[src/hw/rtl/prtl_pkg.sv]
package prtl_pkg;

  localparam int TABLE_DEPTH = 64;
  localparam int IDX_W       = $clog2(TABLE_DEPTH);
  localparam int ADDR_W      = 32;
  localparam int LEN_W       = 6;
  localparam int PORT_W      = 8;
  localparam int HOP_W       = 32;
  localparam int METRIC_W    = 8;

  localparam logic [LEN_W-1:0] MAX_LEN = LEN_W'(ADDR_W);

  // input mode codes
  localparam logic [1:0] MODE_QUERY  = 2'd0;
  localparam logic [1:0] MODE_INSERT = 2'd1;
  localparam logic [1:0] MODE_DELETE = 2'd2;

  typedef enum logic [1:0] {
    OP_QUERY,
    OP_INSERT,
    OP_DELETE
  } op_t;

  typedef enum logic [1:0] {
    ST_DONE = 2'd0,
    ST_MISS = 2'd1,
    ST_FULL = 2'd2
  } status_t;

  // one decoded request between front and engine
  typedef struct packed {
    op_t                 op;
    logic [ADDR_W-1:0]   key;     // raw address on query, masked prefix otherwise
    logic [LEN_W-1:0]    len;     // saturated to 32
    logic [PORT_W-1:0]   port;
    logic [HOP_W-1:0]    hop;
    logic [METRIC_W-1:0] metric;
  } cmd_t;

  // one stored route
  typedef struct packed {
    logic [ADDR_W-1:0]   prefix;
    logic [LEN_W-1:0]    len;
    logic [PORT_W-1:0]   port;
    logic [HOP_W-1:0]    hop;
    logic [METRIC_W-1:0] metric;
  } entry_t;

  localparam int ENTRY_W = $bits(entry_t);

  function automatic logic [ADDR_W-1:0] low_mask(input logic [LEN_W-1:0] len);
    logic [ADDR_W-1:0] m;
    if (len >= MAX_LEN) begin
      m = '1;
    end else begin
      m = (ADDR_W'(1) << len) - ADDR_W'(1);
    end
    return m;
  endfunction

endpackage

[src/hw/rtl/prtl_front.sv]
module prtl_front
  import prtl_pkg::*;
(
  input  logic                clk,
  input  logic                rst,
  input  logic                push,
  output logic                full,
  input  logic [1:0]          mode,
  input  logic [ADDR_W-1:0]   address,
  input  logic [LEN_W-1:0]    prefix_len,
  input  logic [PORT_W-1:0]   port_in,
  input  logic [HOP_W-1:0]    hop_in,
  input  logic [METRIC_W-1:0] metric_in,
  output logic                cmd_valid,
  output cmd_t                cmd,
  input  logic                cmd_pop
);

  // two-entry request queue
  cmd_t       q [2];
  logic       wr_ptr;
  logic       rd_ptr;
  logic [1:0] count;
  logic       do_push;
  logic       do_pop;
  cmd_t       dec;
  logic [LEN_W-1:0] sat_len;

  // classify: saturate length, mask prefix for updates
  always_comb begin
    sat_len = (prefix_len > MAX_LEN) ? MAX_LEN : prefix_len;
    unique case (mode)
      MODE_INSERT: dec.op = OP_INSERT;
      MODE_DELETE: dec.op = OP_DELETE;
      default:     dec.op = OP_QUERY;
    endcase
    dec.key    = (dec.op == OP_QUERY) ? address : (address & low_mask(sat_len));
    dec.len    = sat_len;
    dec.port   = port_in;
    dec.hop    = hop_in;
    dec.metric = metric_in;
  end

  assign full      = (count == 2'd2);
  assign cmd_valid = (count != 2'd0);
  assign cmd       = q[rd_ptr];
  assign do_push   = push && !full;
  assign do_pop    = cmd_pop && cmd_valid;

  always_ff @(posedge clk) begin
    if (do_push) begin
      q[wr_ptr] <= dec;
    end
  end

  always_ff @(posedge clk) begin
    if (rst) begin
      wr_ptr <= 1'b0;
      rd_ptr <= 1'b0;
      count  <= 2'd0;
    end else begin
      if (do_push) begin
        wr_ptr <= ~wr_ptr;
      end
      if (do_pop) begin
        rd_ptr <= ~rd_ptr;
      end
      if (do_push && !do_pop) begin
        count <= count + 2'd1;
      end else if (do_pop && !do_push) begin
        count <= count - 2'd1;
      end
    end
  end

endmodule

[config.mk]
export PLATFORM = sky130hd
export DESIGN_NAME = prtl_front
export DESIGN_NICKNAME = d
export VERILOG_FILES = /design/src/hw/rtl/prtl_pkg.sv /design/src/hw/rtl/prtl_front.sv
export SDC_FILE = /design/constraint.sdc
export NUM_CORES = 1
export LEC_CHECK = 0
export ABC_CLOCK_PERIOD_IN_PS = 16300
export BUFFER_PORTS_ARGS = -buffer_cell sky130_fd_sc_hd__buf_2
export CAP_MARGIN = 30
export CORE_ASPECT_RATIO = 1.4
export CORE_MARGIN = 1
export CORE_UTILIZATION = 40
export DETAILED_ROUTE_END_ITERATION = 8
export MAX_ROUTING_LAYER = met4
export PLACE_DENSITY = 0.73
export SETUP_SLACK_MARGIN = 0.4
export SLEW_MARGIN = 20
export SYNTH_ARGS = -nofsm -noshare
export SYNTH_HDL_FRONTEND = slang
export SYNTH_SLANG_ARGS = --single-unit
[constraint.sdc]
create_clock -name clk -period 16.3 [get_ports clk]
set_clock_uncertainty 0.2 [all_clocks]
set_input_delay 2.445 -clock clk [delete_from_list [all_inputs] [get_ports clk]]
set_output_delay 2.445 -clock clk [all_outputs]
set_load 0.02 [all_outputs]
### After elaboration in Yosys (flattened, before gate mapping)

Memories as Yosys holds them, arrays and structs flattened. A register that Yosys moved wholly into a read port is not among the register bits.
Index checks and enable logic that the tools add are counted.

* register bits: 4
* RAM bits: 176
* output and inout bits: 90
* word-level logic and storage cells: 36
* memories kept: 1

* add/subtract/negate cells: 3
* $lt $le $gt $ge: 2
* equality and inequality tests: 3
* shift operators: 1
* multiplexer cells: 10
* bitwise logic cells: 3
* reductions and logical operators: 10

Memory list
* q: words 2, width 88, rd ports 1, clocked after Yosys merged registers in 1, write ports 1, line prtl_front.sv:20 `cmd_t q [2];`

Operator list (number)
* 2-to-1 mux 32 bit: 2
* AND 32 bit: 1
* << shifter 1 x 6 -> 32 bit (first input constant): 1
* subtractor 32 x 2 -> 32 bit (second input constant): 1
* greater-or-equal comparator 6 bit (second input constant): 1
* greater-than comparator 6 bit (second input constant): 1
* 2-to-1 mux 6 bit: 1
* == test 2 bit (second input constant): 2
* logical AND 1 bit: 4
* 2-to-1 mux 1 bit: 4
* 2-to-1 mux 2 bit: 2
* case mux 2 bit (2 select lines): 1
* nonzero test 2 bit: 2
* logical NOT 1 bit: 3
* adder 2 x 1 -> 2 bit (second input constant): 1
* == test 2 x 1 -> 1 bit (second input constant): 1
* logical NOT 2 bit: 1
* inverter 1 bit: 2
* subtractor 2 x 1 -> 2 bit (second input constant): 1

### Depth between registers and ports, before layout

* word-level depth: 7
* depth in mapped cells: 9
* mapped depth without buffers: 7

### Worst setup path after synthesis

Ideal clock, no wire load.

* path type: in2reg
* from: input port push
* to: memory q[0][0] (netlist bit), enable pin
* setup time: 0.535 ns
* arrival time: 6.199 ns
* required time: 15.565 ns
* setup slack: 9.366 ns
* cell stages on the path: 2
* path buffers: 0
* cell sequence: nand2_1 -> nor2_1

* cells in the longest elaborated chain, start to end: 3

RTL lines
* start, declared: line prtl_front.sv:6 `input logic push,`
* logical AND 1 bit: line prtl_front.sv:47 `assign do_push = push && !full;`
* 2-to-1 mux 1 bit: line prtl_front.sv:51 `if (do_push) begin`
* 2-to-1 mux 1 bit (not written as such): line prtl_front.sv:52 `q[wr_ptr] <= dec;`
* end, declared: line prtl_front.sv:20

Every way passes these cells.

==> flow_summary.ini <==
[worst_hold_path]
hold_class = flop to flop
holdCritStartpoint = count[1]

[drt]
drtAntennaViolNets = 0
wl_per_cell_um = 18.4
vias_per_cell = 5.14
drc = 0
wl_mm = 16.1
first_iter_violations = 319
dr.pass1.iters = 5
via_count = 4517

[critical_path]
critical_path_class = flop to output pin
critPathCaptureType = output pin
crit_required_ns = 13.65
cp.arrival_ns = 2.42
reg2reg_from = count[0]
cp-start-kind = flop
crit_path_max_fanout = 55

[sta]
rsz0062_at_grt = no
final_hold_viol_count = 0
slew_headroom_pct = 41.6
max_freq_ghz = 0.198
min_period_ns = 5.06
worst_pin_slew_ns = 0.876
finalSetupViolCount = 0
finalCritPeriodShare_pct = 31.1
final_max_slew_viol_count = 0
fin_tns_setup_ns = 0

[clock_network]
cts.reportedPaths.clkPinSlew_ns = 0.07
cts_setup_buffers = 0
clock_latency_ns = 0.42
ctsLongestPathBuffers = 2
ctsResizeCount = 0
cts_tree = built
numCtsBuffers = 17
htreeDepth = 4
cts_hold_buffers = 0
clock_sinks = 181
root_buffer = clkbuf_16

[grt]
antenna_found_initial = 0
grt_most_used_layer = met2
overflow = 0
grt_usage_pct = 17.3
grt_pass1_wl_mm = 24.2
grt_pass1_vias = 4493
grt_max_degree = 64
grt_use_met1_pct = 19.5
grtUsageMet2_pct = 29.8
use_met3_pct = 3.51

[final_layout]
fin_cells = 878
syn2layout_area_growth_pct = 22.2
layout_commonest_cell = buf_2
utilization_pct = 50.6
layout.nets = 721
drive_above_1_share_pct = 47.3
diodes = 0
final_cell_mix = buf_2 (181), edfxtp_1 (176), mux2_2 (78), clkbuf_16 (17), nor2_1 (14)

[yosys]
netlist_area_mm2 = 0.00751
ys_warn_count = 0
syn_nets = 546
post_synth_inst_count = 450
syn_avg_cell_area_um2 = 16.7
synth_ff_type = edfxtp_1
ys_seq_elements = 181
ys_types = 50
yosysSeqAreaShare_pct = 71.7
synth-async-reset-ratio_pct = 0
synth_edf_count = 176

[placed_design]
dp_cells = 846
io_buffers = 181
hpwlAfterDp_mm = 11.0
place_congestion = 0.879

[power_and_ir_drop]
leakagePower_nw = 3.41
ir_drop_mv = 0.0631
power_w = 0.00141
powerDensity_mw_per_mm2 = 153

[floorplan]
row_count = 58
die_y_um = 164
coreArea_mm2 = 0.0181
die_area_mm2 = 0.0193
die_w_um = 118
start_util_pct = 41.4
ios = 182

[flow_run]
drv_cap = 0

[run_status]
status = finished clean
==> cells by family (layout without fill, tap and decap cells) <==
group / count (synthesis) / after routing / synth area share, %
DFF: 181 / 181 / 71.7
muxes: 88 / 88 / 13.2
and+or+nand+nor: 75 / 75 / 5.96
AOI/OAI and AO/OA: 58 / 58 / 5.26
buffers and inverters: 36 / 224 / 2.31
xor gates and xnor gates: 8 / 8 / 0.932
adders and majority gates: 4 / 4 / 0.666
==> cells in the mapped netlist (4+ instances only) <==
cell type / number / area, um2
a21boi_1: 11 / 82.6
a21oi_1: 9 / 45.0
a31oi_1: 7 / 43.8
and2_1: 4 / 25.0
buf_2: 10 / 50.1
clkbuf_1: 13 / 48.8
dfxtp_1: 5 / 100
edfxtp_1: 176 / 5290
ha_1: 4 / 50.1
inv_1: 8 / 30.0
mux2_1: 10 / 113
mux2_2: 78 / 878
nand2_1: 10 / 37.5
nand3_1: 7 / 35.0
nand4b_1: 4 / 35.0
nor2_1: 15 / 56.3
nor2b_1: 10 / 62.6
o21a_1: 6 / 45.0
o21ai_0: 4 / 20.0
o21ai_1: 5 / 25.0
o31a_1: 4 / 35.0
or3_1: 4 / 25.0
xnor2_1: 4 / 35.0
xor2_1: 4 / 35.0
==> critical path, cell delays in order, from the launching register on <==
cell     delay, ns
dfxtp_4       0.65
buf_4         0.68
mux2_2        0.42
buf_2         0.16
==> path summary, 6_finish.rpt <==
path                    to  slack, ns  cells past startpoint
setup / recovery   cmd[19]      11.24                      3
hold / removal    count[1]       0.32                      2
setup reg to reg   q[0][2]      13.53                      4
hold reg to reg   count[1]       0.32                      2
==> routing by layer <==
layer	share of wire (%)	routed length (um)
met1	40	6370
met5	0	0
met3	5.4	873
met4	2.0	329
met2	53	8540
==> registers in the layout (all words and copies together) (netlist names), named ones only <==
signal,cells
q,176
count,2
rd_ptr,1
wr_ptr,1
==> cell type report <==
cell class	count	area (um2)
fill	1570	8960
timing repair buffer	184	928
tap	240	300
sequential	181	5390
clock inverter	14	141
clock buffer	18	429
multi-input combinational	233	1970
inverter	8	30.0
==> metrics by stage <==
step	worst slack [ns]	hold WS (ns)	cell area, um2
6_report	11.24	0.322	9190
2_1_floorplan	9.37	0.261	7510
4_1_cts	11.16	0.325	9190
3_3_place_gp	11.13	0.276	8610
3_5_place_dp	11.05	0.303	8610
5_1_grt	11.09	0.348	9190
==> power by group <==
group | internal [W] | switching (W) | total, W | leakage [nW]
sequential | 0.000598 | 0.0000286 | 0.000627 | 1.69
clock | 0.000215 | 0.000180 | 0.000395 | 0.279
combinational | 0.000148 | 0.000239 | 0.000387 | 1.44
total | 0.000962 | 0.000447 | 0.00141 | 3.41
(Power assumes the default switching activity.)
